File: src/sv/tcc_pkg.sv
// tcc_pkg: shared constants, codes and types for the text console cursor
// no dependencies; imported by tcc_regs and text_console_cursor
package tcc_pkg;

  // screen geometry
  localparam int COLUMNS = 80;
  localparam int ROWS    = 25;

  localparam int COL_W   = 7;
  localparam int ROW_W   = 5;
  localparam int IDX_W   = 11;
  localparam int CHAR_W  = 8;
  localparam int ATTR_W  = 8;
  localparam int TAB_W   = 4;
  localparam int ADDR_W  = 3;
  localparam int DATA_W  = 32;

  // wide enough for any col + row * COLUMNS before masking
  localparam int IDXF_W  = COL_W + ROW_W + 1;

  // character codes with special handling
  localparam logic [CHAR_W-1:0] CODE_BS  = 8'd8;
  localparam logic [CHAR_W-1:0] CODE_TAB = 8'd9;
  localparam logic [CHAR_W-1:0] CODE_LF  = 8'd10;
  localparam logic [CHAR_W-1:0] CODE_CR  = 8'd13;
  localparam logic [CHAR_W-1:0] BLANK    = 8'd32;

  // result kinds
  localparam logic ACT_WRITE = 1'b0;
  localparam logic ACT_CLEAR = 1'b1;

  // register word indexes
  localparam logic REG_ATTR = 1'b0;
  localparam logic REG_TAB  = 1'b1;

  localparam logic [ATTR_W-1:0] ATTR_RESET = 8'h07;
  localparam logic [TAB_W-1:0]  TAB_RESET  = 4'h4;

  typedef struct packed {
    logic [ATTR_W-1:0] text_attribute;
    logic [TAB_W-1:0]  tab_width;
  } cfg_t;

  // tab spacing limited to 1..8
  function automatic logic [TAB_W-1:0] clamp_tab(input logic [TAB_W-1:0] tw);
    logic [TAB_W-1:0] r;
    r = tw;
    if (tw == '0) r = 4'd1;
    else if (tw > 4'd8) r = 4'd8;
    return r;
  endfunction

endpackage

File: src/sv/tcc_regs.sv
// tcc_regs: apb register file holding text attribute and tab width
// depends on tcc_pkg
module tcc_regs
  import tcc_pkg::*;
(
  input  logic              clk,
  input  logic              rst,
  input  logic              psel,
  input  logic              penable,
  input  logic              pwrite,
  input  logic [ADDR_W-1:0] paddr,
  input  logic [DATA_W-1:0] pwdata,
  output logic [DATA_W-1:0] prdata,
  output logic              pready,
  output cfg_t              cfg
);

  logic wr_en;
  logic word;

  assign pready = 1'b1;
  assign word   = paddr[2];
  assign wr_en  = psel && penable && pwrite && pready;

  always_ff @(posedge clk) begin
    if (rst) begin
      cfg.text_attribute <= ATTR_RESET;
      cfg.tab_width      <= TAB_RESET;
    end else if (wr_en) begin
      unique case (word)
        REG_ATTR: cfg.text_attribute <= pwdata[ATTR_W-1:0];
        REG_TAB:  cfg.tab_width      <= pwdata[TAB_W-1:0];
        default:  ;
      endcase
    end
  end

  always_comb begin
    unique case (word)
      REG_ATTR: prdata = {{(DATA_W-ATTR_W){1'b0}}, cfg.text_attribute};
      REG_TAB:  prdata = {{(DATA_W-TAB_W){1'b0}}, cfg.tab_width};
      default:  prdata = '0;
    endcase
  end

endmodule

File: src/sv/text_console_cursor.sv
// text_console_cursor: cursor control for a text-mode console, one char per request
// printable or backspace: one cell write, none for backspace at column 0
// in_stall holds off new requests until every result of the last one has loaded
// the tab stop remainder comes from one shared subtractor, one quotient bit per cycle
// sync reset homes the cursor, attribute 7, tab width 4, output empty
// depends on tcc_pkg and tcc_regs
module text_console_cursor
  import tcc_pkg::*;
(
  input  logic              clk,
  input  logic              rst,
  // character request channel
  input  logic              in_valid,
  output logic              in_stall,
  input  logic [CHAR_W-1:0] char_code,
  // cell write / clear channel
  output logic              out_valid,
  input  logic              out_stall,
  output logic              action,
  output logic [IDX_W-1:0]  cell_index,
  output logic [CHAR_W-1:0] cell_char,
  output logic [ATTR_W-1:0] cell_attr,
  output logic              last_of_run,
  // configuration
  input  logic              psel,
  input  logic              penable,
  input  logic              pwrite,
  input  logic [ADDR_W-1:0] paddr,
  input  logic [DATA_W-1:0] pwdata,
  output logic [DATA_W-1:0] prdata,
  output logic              pready
);

  typedef enum logic [2:0] {
    ST_IDLE,
    ST_EMIT,   // one cell at the cursor, then maybe advance
    ST_DIV,    // col % tab width, one bit per cycle
    ST_TAB,    // blanks up to the next tab stop
    ST_CLEAR   // clear-screen result, cursor home
  } state_t;

  cfg_t cfg;

  tcc_regs u_regs (
    .clk     (clk),
    .rst     (rst),
    .psel    (psel),
    .penable (penable),
    .pwrite  (pwrite),
    .paddr   (paddr),
    .pwdata  (pwdata),
    .prdata  (prdata),
    .pready  (pready),
    .cfg     (cfg)
  );

  state_t            state;
  logic [COL_W-1:0]  cursor_col;
  logic [ROW_W-1:0]  cursor_row;
  logic [CHAR_W-1:0] ch;        // character of the pending write
  logic              adv;       // advance cursor after the write
  logic [TAB_W-1:0]  tw;        // clamped tab width for this request
  logic [TAB_W-1:0]  rem;       // running col % tw
  logic [COL_W-1:0]  dsh;       // dividend bits still to shift in
  logic [2:0]        div_cnt;

  // shared datapath
  logic              can_emit;
  logic              out_load;
  logic [COL_W:0]    ncol;
  logic              wrap;
  logic [ROW_W-1:0]  nrow;
  logic              clr;
  logic [ROW_W-1:0]  lf_row;
  logic              lf_clr;
  logic [TAB_W-1:0]  rem_inc;
  logic [TAB_W-1:0]  rem_next;
  logic              tab_done;
  logic [TAB_W-1:0]  rsh;
  logic [TAB_W-1:0]  rsub;
  logic [IDXF_W-1:0] idx_full;

  assign in_stall = (state != ST_IDLE);

  always_comb begin
    // output register free this cycle
    can_emit = !out_valid || !out_stall;
    // a new result is loaded this cycle
    out_load = can_emit && (state == ST_EMIT || state == ST_TAB || state == ST_CLEAR);
    // cursor step and line wrap
    ncol     = {1'b0, cursor_col} + {{COL_W{1'b0}}, adv};
    wrap     = ncol >= (COL_W+1)'(COLUMNS);
    nrow     = cursor_row + {{(ROW_W-1){1'b0}}, wrap};
    clr      = nrow >= ROW_W'(ROWS);
    lf_row   = cursor_row + {{(ROW_W-1){1'b0}}, 1'b1};
    lf_clr   = lf_row >= ROW_W'(ROWS);
    // tab stop tracking
    rem_inc  = rem + {{(TAB_W-1){1'b0}}, 1'b1};
    rem_next = (rem_inc == tw) ? '0 : rem_inc;
    tab_done = (rem_next == '0) || wrap;
    // restoring remainder step, rem stays below tw so its top bit is spare
    rsh      = {rem[TAB_W-2:0], dsh[COL_W-1]};
    rsub     = (rsh >= tw) ? rsh - tw : rsh;
    // cell address, masked to the index width
    idx_full = IDXF_W'(cursor_col) + IDXF_W'(cursor_row) * IDXF_W'(COLUMNS);
  end

  always_ff @(posedge clk) begin
    if (rst) begin
      state      <= ST_IDLE;
      cursor_col <= '0;
      cursor_row <= '0;
      out_valid  <= 1'b0;
    end else begin
      // hold a stalled result, load a new one when the register is free
      out_valid <= out_load || (out_valid && out_stall);

      unique case (state)
        ST_IDLE: begin
          if (in_valid) begin
            case (char_code)
              CODE_TAB: begin
                tw      <= clamp_tab(cfg.tab_width);
                rem     <= '0;
                dsh     <= cursor_col;
                div_cnt <= '0;
                adv     <= 1'b1;
                state   <= ST_DIV;
              end
              CODE_BS: begin
                // step back and blank the landing cell, nothing at column 0
                if (cursor_col != '0) begin
                  cursor_col <= cursor_col - {{(COL_W-1){1'b0}}, 1'b1};
                  ch         <= BLANK;
                  adv        <= 1'b0;
                  state      <= ST_EMIT;
                end
              end
              CODE_LF: begin
                cursor_col <= '0;
                cursor_row <= lf_row;
                if (lf_clr) state <= ST_CLEAR;
              end
              CODE_CR: begin
                cursor_col <= '0;
              end
              default: begin
                ch    <= char_code;
                adv   <= 1'b1;
                state <= ST_EMIT;
              end
            endcase
          end
        end

        ST_EMIT: begin
          if (can_emit) begin
            action      <= ACT_WRITE;
            cell_index  <= idx_full[IDX_W-1:0];
            cell_char   <= ch;
            cell_attr   <= cfg.text_attribute;
            last_of_run <= !clr;
            cursor_col  <= wrap ? '0 : ncol[COL_W-1:0];
            cursor_row  <= nrow;
            state       <= clr ? ST_CLEAR : ST_IDLE;
          end
        end

        ST_DIV: begin
          rem     <= rsub;
          dsh     <= {dsh[COL_W-2:0], 1'b0};
          div_cnt <= div_cnt + 3'd1;
          if (div_cnt == 3'(COL_W - 1)) state <= ST_TAB;
        end

        ST_TAB: begin
          if (can_emit) begin
            action      <= ACT_WRITE;
            cell_index  <= idx_full[IDX_W-1:0];
            cell_char   <= BLANK;
            cell_attr   <= cfg.text_attribute;
            last_of_run <= tab_done && !clr;
            rem         <= rem_next;
            if (tab_done) begin
              cursor_col <= wrap ? '0 : ncol[COL_W-1:0];
              cursor_row <= nrow;
              state      <= clr ? ST_CLEAR : ST_IDLE;
            end else begin
              cursor_col <= ncol[COL_W-1:0];
            end
          end
        end

        ST_CLEAR: begin
          if (can_emit) begin
            action      <= ACT_CLEAR;
            cell_index  <= '0;
            cell_char   <= '0;
            cell_attr   <= '0;
            last_of_run <= 1'b1;
            cursor_col  <= '0;
            cursor_row  <= '0;
            state       <= ST_IDLE;
          end
        end

        default: state <= ST_IDLE;
      endcase
    end
  end

`ifndef ASSERT_OFF
  // cursor never rests past the last column
  a_col_range: assert property (@(posedge clk) disable iff (rst)
    cursor_col < COL_W'(COLUMNS))
    else $error("cursor column out of range");

  // off the bottom only on the way to a clear
  a_row_range: assert property (@(posedge clk) disable iff (rst)
    (state == ST_IDLE) |-> (cursor_row < ROW_W'(ROWS)))
    else $error("cursor row out of range while idle");

  // tab remainder stays below the tab width
  a_rem_range: assert property (@(posedge clk) disable iff (rst)
    (state == ST_TAB) |-> (rem < tw))
    else $error("tab remainder out of range");

  // a clear result carries no cell and closes the run
  a_clear_payload: assert property (@(posedge clk) disable iff (rst)
    (out_valid && action == ACT_CLEAR) |-> (cell_index == '0 && last_of_run))
    else $error("clear result has cell payload");

  // a clear that is issued homes the cursor
  a_clear_home: assert property (@(posedge clk) disable iff (rst)
    (state == ST_CLEAR && can_emit) |=> (cursor_col == '0 && cursor_row == '0))
    else $error("cursor not home after clear");
`endif

endmodule
File: config.mk
export PLATFORM = sky130hd
export DESIGN_NAME = text_console_cursor
export DESIGN_NICKNAME = d
export VERILOG_FILES = /design/src/sv/tcc_pkg.sv /design/src/sv/tcc_regs.sv /design/src/sv/text_console_cursor.sv
export SDC_FILE = /design/constraint.sdc
export NUM_CORES = 1
export LEC_CHECK = 0
export BUFFER_PORTS_ARGS = -buffer_cell sky130_fd_sc_hd__buf_4
export CORE_ASPECT_RATIO = 2
export CORE_MARGIN = 3
export CORE_UTILIZATION = 46
export CTS_CLUSTER_SIZE = 8
export DETAILED_ROUTE_END_ITERATION = 8
export HOLD_SLACK_MARGIN = 0.05
export PLACE_DENSITY_LB_ADDON = 0.15
export RECOVER_POWER = 50
export SETUP_SLACK_MARGIN = 0.05
export SLEW_MARGIN = 20
export SYNTH_ARGS = -nofsm -noshare
export SYNTH_HDL_FRONTEND = slang
export SYNTH_SLANG_ARGS = --single-unit
File: constraint.sdc
create_clock -name clk -period 5.35 [get_ports clk]
set_input_delay 1.3375 -clock clk [delete_from_list [all_inputs] [get_ports clk]]
set_output_delay 1.3375 -clock clk [all_outputs]
set_load 0.05 [all_outputs]
==> reports/results.ini, run 1 <==
[clocking]
path_clk_slew_ns = 0.06
cts.repair_timing.setup_buffer_count = 0
cts_inserted_buffers = 9
cts_hold_fix_bufs = 0
clk_latency_ns = 0.34
tritoncts_clock_tree = done
clock_tree_buf_depth = 2
cts_htree_levels = 3
number_of_resized_instances_in_the_post_cts_repair_step = 0
clk_root_buf = sky130_fd_sc_hd__clkbuf_16
cts.sink_count = 84

[pwr]
powerDensity_nw_per_um2 = 483
power.static_leakage_nw = 2.15
ir_worst_vdd_mv = 0.251

[logic_synthesis]
async_flop_share_pct = 0
yosysUniqueCellTypes = 70
synth_top_cell_by_area = sky130_fd_sc_hd__edfxtp_1
netlist.area_leader.share_pct = 33.4
syn-mean-instance-area_sq_um = 10.0
syn-instance-count = 502
synth_enable_flop_cells = 56
netlist_top_cells_area = sky130_fd_sc_hd__edfxtp_1 33%, sky130_fd_sc_hd__dfxtp_1 11%, sky130_fd_sc_hd__ha_1 6.0%
synth-seq-area-share_pct = 44.6
post_synth_most_frequent_cells = 56 x sky130_fd_sc_hd__edfxtp_1, 49 x sky130_fd_sc_hd__nor2_1, 29 x sky130_fd_sc_hd__nand2_1, 28 x sky130_fd_sc_hd__a21oi_1, 28 x sky130_fd_sc_hd__dfxtp_1
yosys_register_bits = 84
synth_ff_type = sky130_fd_sc_hd__edfxtp_1
netlist_area_sq_um = 5030
yosysWarningCount = 0
leading_cell_type_by_number_of_instances_after_synthesis = sky130_fd_sc_hd__edfxtp_1

[sta]
clock.fmax_mhz = 247
layout_worst_path_cycle_share_pct = 75.8
grt_setup_unrepaired = no
timing.final.hold_violations = 0
drv_slew = 0
fin_clk_skew_ns = 0.00856
setup_slack_ns = 1.29
tightestPinTransition_ns = 1.05
final_setup_violating_endpoints = 0
slew_headroom_pct = 30.1
timing.final.crit_period_ns = 4.06
finalSetupTns_ns = 0
fin_worst_hold_slack_ns = 0.518

[critical_path]
worst-path-max-fanout = 10
end_kind = register
startpoint_type = primary input
worst_path_max_delay_cell = sky130_fd_sc_hd__nor4_1
worstPathArrival_ns = 4.02
data_required_time_of_the_critical_path_ns = 5.31
crit_chain = clkbuf_1 > nor4_1 > nand2_4 > or4b_2 > o21a_1 > nor2_1
path_class = primary input to register
reg2regPathDepth = 13
critical_path.max_stage_delay_ns = 0.86

[global_route]
global_route.usage.total_pct = 18.4
global_route_wire_length_before_repair_um = 17900
grt_start_max_net_pins = 33
overflow = 0
first_global_vias = 3803
antenna_found_initial = 0

[flow_run]
drv.max_cap_violation_count = 0

[worst_hold_path]
min-delay-path-class = register to register
hold_path_depth = 2

[floorplanning]
top_level_ports = 114
chipWidth_um = 79.9
die_area_sq_um = 12300
die_h_um = 154
core-area_sq_um = 10600
floorplan.initialDensity_pct = 47.4
rows = 53

[placement]
placedCellCount = 674
port_buffers = 62
place_worst_setup_slack_ns = 1.36
post-dp-hpwl_um = 8370
finalWeightedCongestion = 0.878

[cells_and_area]
register_area_sq_um = 2240
diodes = 0
nNetsFinal = 625
final-instance-count-excl-fill = 690
layout_cells_sized_above_1_pct = 11.8
syn2layout_area_growth_pct = 11.2
final_util_pct = 52.7
fillers = 1035
multi_input_area_sq_um = 2440

[drt]
detailedRoute.firstPassIterationCount = 4
post_detailed_route_drc_marker_count = 0
totalWireLength_um = 11100
vias_per_cell = 5.50
wl_per_cell_um = 16.1
detailroute.via_count = 3792
initialDrtViolationCount = 132
ant_nets = 0

[status]
run_status = finished, final reports clean

[metal layers]
layer | global-route usage [%] | part of all wire, %
met1 | 19.1 | 37
met2 | 33.9 | 55
met3 | 3.87 | 4.8
met4 | 8.62 | 3.1
met5 | 0 | 0
[cell type report]
class / count / area share (%)
Sequential cell: 84 / 40.1
Clock inverter: 3 / 0.425
Multi-Input combinational cell: 363 / 43.6
Tap cell: 137 / 3.06
Inverter: 25 / 1.68
Timing Repair Buffer: 65 / 6.10
Clock buffer: 13 / 5.05
[logic make-up after synthesis]
kind of cell             after synthesis  synth area share, %
AND/OR/NAND/NOR                      177                 19.0
AO/OA/AOI/OAI                         98                 13.7
flip-flops                            84                 44.6
buffers and inverters                 78                 8.43
adder cells (fa/ha/maj)               27                 7.16
XOR/XNOR                              20                 3.76
multiplexers                          16                 3.31
other                                  2                0.149
[where the power goes]
part           total, W  internal (W)  switching, W
logic           0.00110      0.000357      0.000743
registers      0.000975      0.000848      0.000126
clock network  0.000627      0.000374      0.000253
total           0.00270       0.00158       0.00112
[critical path, delay by kind of cell]
family | cells | cell delay [ns]
simple gates | 4 | 2.39
compound gates | 1 | 0.21
buf+inv | 1 | 0.08
[cells in the final DEF, fill, tap and decap left out, types with 6 or more instances in the layout]
master                      count
sky130_fd_sc_hd__nor3_1         9
sky130_fd_sc_hd__edfxtp_1      56
sky130_fd_sc_hd__mux2i_1       11
sky130_fd_sc_hd__nor2b_1       23
sky130_fd_sc_hd__buf_4         26
sky130_fd_sc_hd__o211ai_1       6
sky130_fd_sc_hd__nor2_1        49
sky130_fd_sc_hd__o21ai_0       14
sky130_fd_sc_hd__xnor2_1       13
sky130_fd_sc_hd__nand2_1       29
sky130_fd_sc_hd__dfxtp_1       28
sky130_fd_sc_hd__nand3_1       14
sky130_fd_sc_hd__conb_1        25
sky130_fd_sc_hd__ha_1          24
sky130_fd_sc_hd__nand2b_1       7
sky130_fd_sc_hd__and2_0         7
sky130_fd_sc_hd__a21oi_1       28
sky130_fd_sc_hd__inv_1         23
sky130_fd_sc_hd__nor4_1         6
sky130_fd_sc_hd__clkbuf_1      41
sky130_fd_sc_hd__clkbuf_16     11
sky130_fd_sc_hd__xor2_1         6
[worst paths after layout]
path | startpoint | end | slack, ns
worst max-delay path | char_code[5] | dsh[6]$_DFFE_PP_ | 1.29
worst min-delay path | dsh[2]$_DFFE_PP_ | dsh[3]$_DFFE_PP_ | 0.52
worst max register to register | adv$_DFFE_PP_ | state[2]$_SDFFE_PP0P_ | 2.03
worst min register to register | dsh[2]$_DFFE_PP_ | dsh[3]$_DFFE_PP_ | 0.52
[stage by stage]
step | cell area (sq um) | power, W
2_1_floorplan | 5120 | 0.00186
3_3_place_gp | 5450 | 0.00211
3_5_place_dp | 5450 | 0.00213
4_1_cts | 5760 | 0.00277
5_1_grt | 5600 | 0.00286
6_report | 5600 | 0.00270
[flip-flops by register name (all words and copies together), names as in the netlist, 4 cells and up]
signal and flops:
cell_attr 8, cell_char 8, cell_index 11, ch 8, cursor_col 7, cursor_row 5
dsh 7, rem 4, tw 4, u_regs.cfg 12
Power figures use the tool's default switching activity.
==> run 2, diff against run 1 <==
==> constraint.sdc (replaced) <==
create_clock -name clk -period 3.65 [get_ports clk]
set_input_delay 0.9125 -clock clk [delete_from_list [all_inputs] [get_ports clk]]
set_output_delay 0.9125 -clock clk [all_outputs]
set_load 0.05 [all_outputs]
==> run 2 against run 1 <==
Net effect:
- critical path type is now register to register
- via count down 0.47%
- wire length rose by 0.79%
- largest power group unchanged
- highest routed layer unchanged
- critical path depth rose by 7
- sequential power is 46% higher
- largest cell class unchanged
- count of clock-buffer cells in the layout fell by 3
==> reports/results.ini, run 2 (synthesized netlist as in run 1, its figures left out) <==
[global_route]
grt_start_max_net_pins = 33
overflow = 0
global_route.usage.total_pct = 18.8
antenna_found_initial = 0
first_global_vias = 3826
global_route_wire_length_before_repair_um = 18000

[cells_and_area]
diodes = 0
final_util_pct = 53.3
largest_register_ffs = 12
syn2layout_area_growth_pct = 12.5
layout.cells.most_common = sky130_fd_sc_hd__edfxtp_1
largest-register = u_regs.cfg
layout_cells_sized_above_1_pct = 12.9
finalInstanceArea_sq_um = 5660
top_regs = u_regs.cfg: 12 flops, cell_index: 11 flops
nNetsFinal = 632
final_cell_mix = 56 x sky130_fd_sc_hd__edfxtp_1, 49 x sky130_fd_sc_hd__nor2_1, 41 x sky130_fd_sc_hd__clkbuf_1, 30 x sky130_fd_sc_hd__buf_4, 29 x sky130_fd_sc_hd__nand2_1

[clocking]
clk_root_buf = sky130_fd_sc_hd__clkbuf_16
clock_tree_buf_depth = 2
cts.repair_timing.setup_buffer_count = 0
tritoncts_clock_tree = done
cts_hold_fix_bufs = 0
clk_latency_ns = 0.34
number_of_resized_instances_in_the_post_cts_repair_step = 0
cts.sink_count = 84
path_clk_slew_ns = 0.07
cts_inserted_buffers = 9
cts_htree_levels = 3

[critical_path]
worst_reg2reg_startpoint = adv$_DFFE_PP_
critical_path.max_stage_delay_ns = 0.40
crit_chain = ha_1 > ha_1 > nand3_1 > mux2_2 > a22o_2 > ha_1 > ha_1 > nor2_1 > o22ai_1 > a22oi_1 > nor2_1 > a211oi_1 > nor4_1
worst_path_most_repeated_cell = sky130_fd_sc_hd__ha_1
reg2regPathDepth = 13
worst-path-max-fanout = 5
rr_endpoint = state[2]$_SDFFE_PP0P_
worstPathArrival_ns = 3.47
startpoint_type = register
worst_path_max_delay_cell = sky130_fd_sc_hd__edfxtp_1
worst-r2r-setup-slack_ns = 0.39
path_class = register to register
critical_path.top_delay_family = adder cells
end_kind = register
cp.buffers_inverters = 0
data_required_time_of_the_critical_path_ns = 3.87

[sta]
drv_slew = 0
slew_headroom_pct = 28.5
finalSetupTns_ns = 0
grt_setup_unrepaired = no
timing.final.hold_violations = 0
final_setup_violating_endpoints = 0
tightestPinTransition_ns = 1.07
fin_clk_skew_ns = 0.00600
timing.final.crit_period_ns = 3.26
clock.fmax_mhz = 307
layout_worst_path_cycle_share_pct = 89.2

[pwr]
sw_frac_of_total_pct = 41.5
clockPowerShare_pct = 24.2
power.internal_w = 0.00236
ir_worst_vdd_mv = 0.311
power.static_leakage_nw = 2.19
powerDensity_nw_per_um2 = 714
net_sw_power_w = 0.00168
power.sequential.fraction_pct = 35.1
p_comb_share_pct = 40.8

[floorplanning]
rows = 53
top_level_ports = 114
chipWidth_um = 79.9
core-area_sq_um = 10600
floorplan.initialDensity_pct = 47.4
die_h_um = 154
die_area_sq_um = 12300

[placement]
finalWeightedCongestion = 0.923
post-dp-hpwl_um = 8540
postPlaceCellArea_sq_um = 5500
port_buffers = 62

[drt]
detailedRoute.firstPassIterationCount = 4
totalWireLength_um = 11200
m1WireLength_um = 4140
routed-wl-met3_um = 382
wl_per_cell_um = 16.0
vias_per_cell = 5.41
highest_layer = met4
ant_nets = 0
post_detailed_route_drc_marker_count = 0
met2_length_um = 6140
detailroute.via_count = 3774
initialDrtViolationCount = 127

[status]
run_status = finished, final reports clean

[worst_hold_path]
min_from = dsh[1]$_DFFE_PP_
min-delay-path-class = register to register
hold_path_depth = 2
whs_endpoint = dsh[2]$_DFFE_PP_

[flow_run]
drv.max_cap_violation_count = 0

run 2: cell types whose count changed in the layout (fill, tap and decap cells not counted), sizes merged:
cell,delta
inv,+2
buf,+4
bufinv,+1
run 2: cell type report:
| type | count | area, sq um |
|---|---|---|
| sequential | 84 | 2240 |
| timing repair buffer | 72 | 387 |
| fill | 1017 | 4950 |
| clock buffer | 10 | 250 |
| multi-input combinational | 363 | 2440 |
| clock inverter | 6 | 72.6 |
| inverter | 25 | 93.8 |
| tap | 137 | 171 |
run 2: per-stage QoR:
stage          instances  setup slack [ns]  total power [W]  hold slack [ns]
3_5_place_dp         681             0.438          0.00316            0.497
4_1_cts              697             0.407          0.00415            0.516
5_1_grt              697             0.176          0.00429            0.539
3_3_place_gp         681             0.437          0.00312            0.482
2_1_floorplan        525             0.526          0.00273            0.467
6_report             697             0.393          0.00404            0.514
run 2: tightest hold or removal path, cell delays in order, from the launching register on:
cell and delay, ns:
sky130_fd_sc_hd__edfxtp_1 0.32, sky130_fd_sc_hd__nand2_1 0.05, sky130_fd_sc_hd__nand2_1 0.05
run 2: routing by layer:
metal | GRT usage (%) | vias up
met4 | 10.6 | 0
met1 | 19.5 | 1783
met3 | 4.04 | 34
met2 | 33.8 | 109
met5 | 0 | -
li1 | - | 1848
run 2: power by group through the flow:
stage	registers [W]	logic, W	clock network [W]
5_1_grt	0.00144	0.00180	0.00104
3_3_place_gp	0.00143	0.00169	0
4_1_cts	0.00142	0.00173	0.00100
6_report	0.00142	0.00165	0.000976
2_1_floorplan	0.00158	0.00115	0
3_5_place_dp	0.00144	0.00172	0
run 2: worst max-delay path by stage:
stage | cells past startpoint | startpoint | endpoint | slack, ns
floorplan | 5 | char_code[5] | div_cnt[0]$_SDFFCE_PN0P_ | 0.53
global placement | 8 | char_code[5] | rem[2]$_DFFE_PP_ | 0.44
detailed placement | 13 | adv$_DFFE_PP_ | state[2]$_SDFFE_PP0P_ | 0.44
CTS | 13 | adv$_DFFE_PP_ | state[2]$_SDFFE_PP0P_ | 0.41
global route | 13 | adv$_DFFE_PP_ | state[2]$_SDFFE_PP0P_ | 0.18
finish | 13 | adv$_DFFE_PP_ | state[2]$_SDFFE_PP0P_ | 0.39
==> run 3, diff against run 2 <==
--- a/config.mk
+++ b/config.mk
@@ -12,6 +12,7 @@
 export CTS_CLUSTER_SIZE = 8
 export DETAILED_ROUTE_END_ITERATION = 8
 export HOLD_SLACK_MARGIN = 0.05
+export MAX_ROUTING_LAYER = met4
 export PLACE_DENSITY_LB_ADDON = 0.15
 export RECOVER_POWER = 50
 export SETUP_SLACK_MARGIN = 0.05
==> run 3 against run 2 <==
Net effect:
- maximum frequency is essentially flat
- flip-flop and latch count is the same
- total power is essentially flat
- global-route usage grew 0.58 points
- wire length grew 0.47%
- sequential power is essentially flat
- core utilization is the same
- largest power group unchanged
==> reports/results.ini, run 3 (synthesized netlist as in run 1, its figures left out) <==
[status]
run_status = finished, final reports clean

[drt]
wl_per_cell_um = 16.1
ant_nets = 0
totalWireLength_um = 11200
post_detailed_route_drc_marker_count = 0
initialDrtViolationCount = 140
vias_per_cell = 5.42
detailedRoute.firstPassIterationCount = 4
detailroute.via_count = 3778

[pwr]
power.sequential.fraction_pct = 35.1
powerDensity_nw_per_um2 = 714
power.internal_w = 0.00236
clockPowerShare_pct = 24.2
p_comb_share_pct = 40.7
power.static_leakage_nw = 2.19
ir_worst_vdd_mv = 0.312
net_sw_power_w = 0.00168
sw_frac_of_total_pct = 41.5

[sta]
finalSetupTns_ns = 0
timing.final.hold_violations = 0
grt_setup_unrepaired = no
tightestPinTransition_ns = 1.05
slew_headroom_pct = 29.8
drv_slew = 0
setup_slack_ns = 0.395
layout_worst_path_cycle_share_pct = 89.2
fin_clk_skew_ns = 0.00572
clock.fmax_mhz = 307
timing.final.crit_period_ns = 3.26
final_setup_violating_endpoints = 0

[cells_and_area]
largest-register = u_regs.cfg
fillers = 1017
multi_input_area_sq_um = 2440
top_regs = u_regs.cfg: 12 flops, cell_index: 11 flops
layout.cells.most_common = sky130_fd_sc_hd__edfxtp_1
syn2layout_area_growth_pct = 12.5
layout_cells_sized_above_1_pct = 12.9
final_cell_mix = 56 x sky130_fd_sc_hd__edfxtp_1, 49 x sky130_fd_sc_hd__nor2_1, 41 x sky130_fd_sc_hd__clkbuf_1, 30 x sky130_fd_sc_hd__buf_4, 29 x sky130_fd_sc_hd__nand2_1
largest_register_ffs = 12
final-instance-count-excl-fill = 697
final_util_pct = 53.3
finalInstanceArea_sq_um = 5660
nNetsFinal = 632
register_area_sq_um = 2240
diodes = 0

[placement]
place_worst_setup_slack_ns = 0.438
placedCellCount = 681
port_buffers = 62
post-dp-hpwl_um = 8540
finalWeightedCongestion = 0.939
postPlaceCellArea_sq_um = 5500

[worst_hold_path]
min-delay-path-class = register to register
hold_path_depth = 2

[floorplanning]
rows = 53
floorplan.initialDensity_pct = 47.4
top_level_ports = 114
die_h_um = 154
chipWidth_um = 79.9
core-area_sq_um = 10600
die_area_sq_um = 12300

[critical_path]
end_kind = register
data_required_time_of_the_critical_path_ns = 3.71
worst-path-max-fanout = 7
startpoint_type = primary input
worstPathArrival_ns = 3.31
path_class = primary input to register
reg2regPathDepth = 13

[global_route]
overflow = 0
global_route_wire_length_before_repair_um = 18100
antenna_found_initial = 0
grt_start_max_net_pins = 33
global_route.usage.total_pct = 19.4
first_global_vias = 3828

[flow_run]
drv.max_cap_violation_count = 0

[clocking]
clk_root_buf = sky130_fd_sc_hd__clkbuf_16
cts_htree_levels = 3
tritoncts_clock_tree = done
cts_hold_fix_bufs = 0
number_of_resized_instances_in_the_post_cts_repair_step = 0
clock_tree_buf_depth = 2
cts.sink_count = 84
cts.repair_timing.setup_buffer_count = 0
cts_inserted_buffers = 9
path_clk_slew_ns = 0.06
clk_latency_ns = 0.34

==> run 3: cell counts in the layout (fill, tap and decap cells not counted) <==
No cell type changed its count.
==> run 3: path summary, 6_finish.rpt <==
| check | startpoint | endpoint | slack (ns) |
|---|---|---|---|
| setup / recovery | char_code[5] | rem[2]$_DFFE_PP_ | 0.39 |
| setup reg to reg | adv$_DFFE_PP_ | state[2]$_SDFFE_PP0P_ | 0.40 |
| hold / removal | dsh[1]$_DFFE_PP_ | dsh[2]$_DFFE_PP_ | 0.51 |
| hold reg to reg | dsh[1]$_DFFE_PP_ | dsh[2]$_DFFE_PP_ | 0.51 |
==> run 3: metal layers <==
metal,GRT usage [%],vias up,wire length [um]
met4,10.6,0,467
met3,3.69,33,473
li1,-,1850,-
met2,33.8,112,6130
met5,-,-,0
met1,19.8,1783,4150
==> run 3: through the flow <==
stage | hold slack [ns] | power (W)
6_report | 0.513 | 0.00404
5_1_grt | 0.539 | 0.00429
4_1_cts | 0.516 | 0.00415
3_5_place_dp | 0.497 | 0.00316
3_3_place_gp | 0.482 | 0.00312
2_1_floorplan | 0.467 | 0.00273
==> run 3: worst max-delay path, cell delays in order <==
cell and delay, ns:
sky130_fd_sc_hd__clkbuf_4 0.12, sky130_fd_sc_hd__nor4_1 0.84, sky130_fd_sc_hd__nand2_4 0.17, sky130_fd_sc_hd__or4b_2 0.75, sky130_fd_sc_hd__nor2_1 0.12, sky130_fd_sc_hd__a21oi_1 0.05, sky130_fd_sc_hd__nor3_1 0.18, sky130_fd_sc_hd__buf_4 0.16
==> run 3: final cells by class <==
| cell class | count | area share [%] |
|---|---|---|
| multi-input cells | 363 | 43.1 |
| clock inverters | 6 | 1.28 |
| flip-flops and latches | 84 | 39.6 |
| clock buffers | 10 | 4.42 |
| inverters | 25 | 1.66 |
| well taps | 137 | 3.03 |
| repair buffers | 72 | 6.83 |
==> run 3: power by group through the flow <==
stage | sequential, W | clock [W] | combinational (W)
finish | 0.00142 | 0.000977 | 0.00164
floorplan | 0.00158 | 0 | 0.00115
global placement | 0.00143 | 0 | 0.00169
global route | 0.00144 | 0.00104 | 0.00180
CTS | 0.00142 | 0.00100 | 0.00173
detailed placement | 0.00144 | 0 | 0.00172
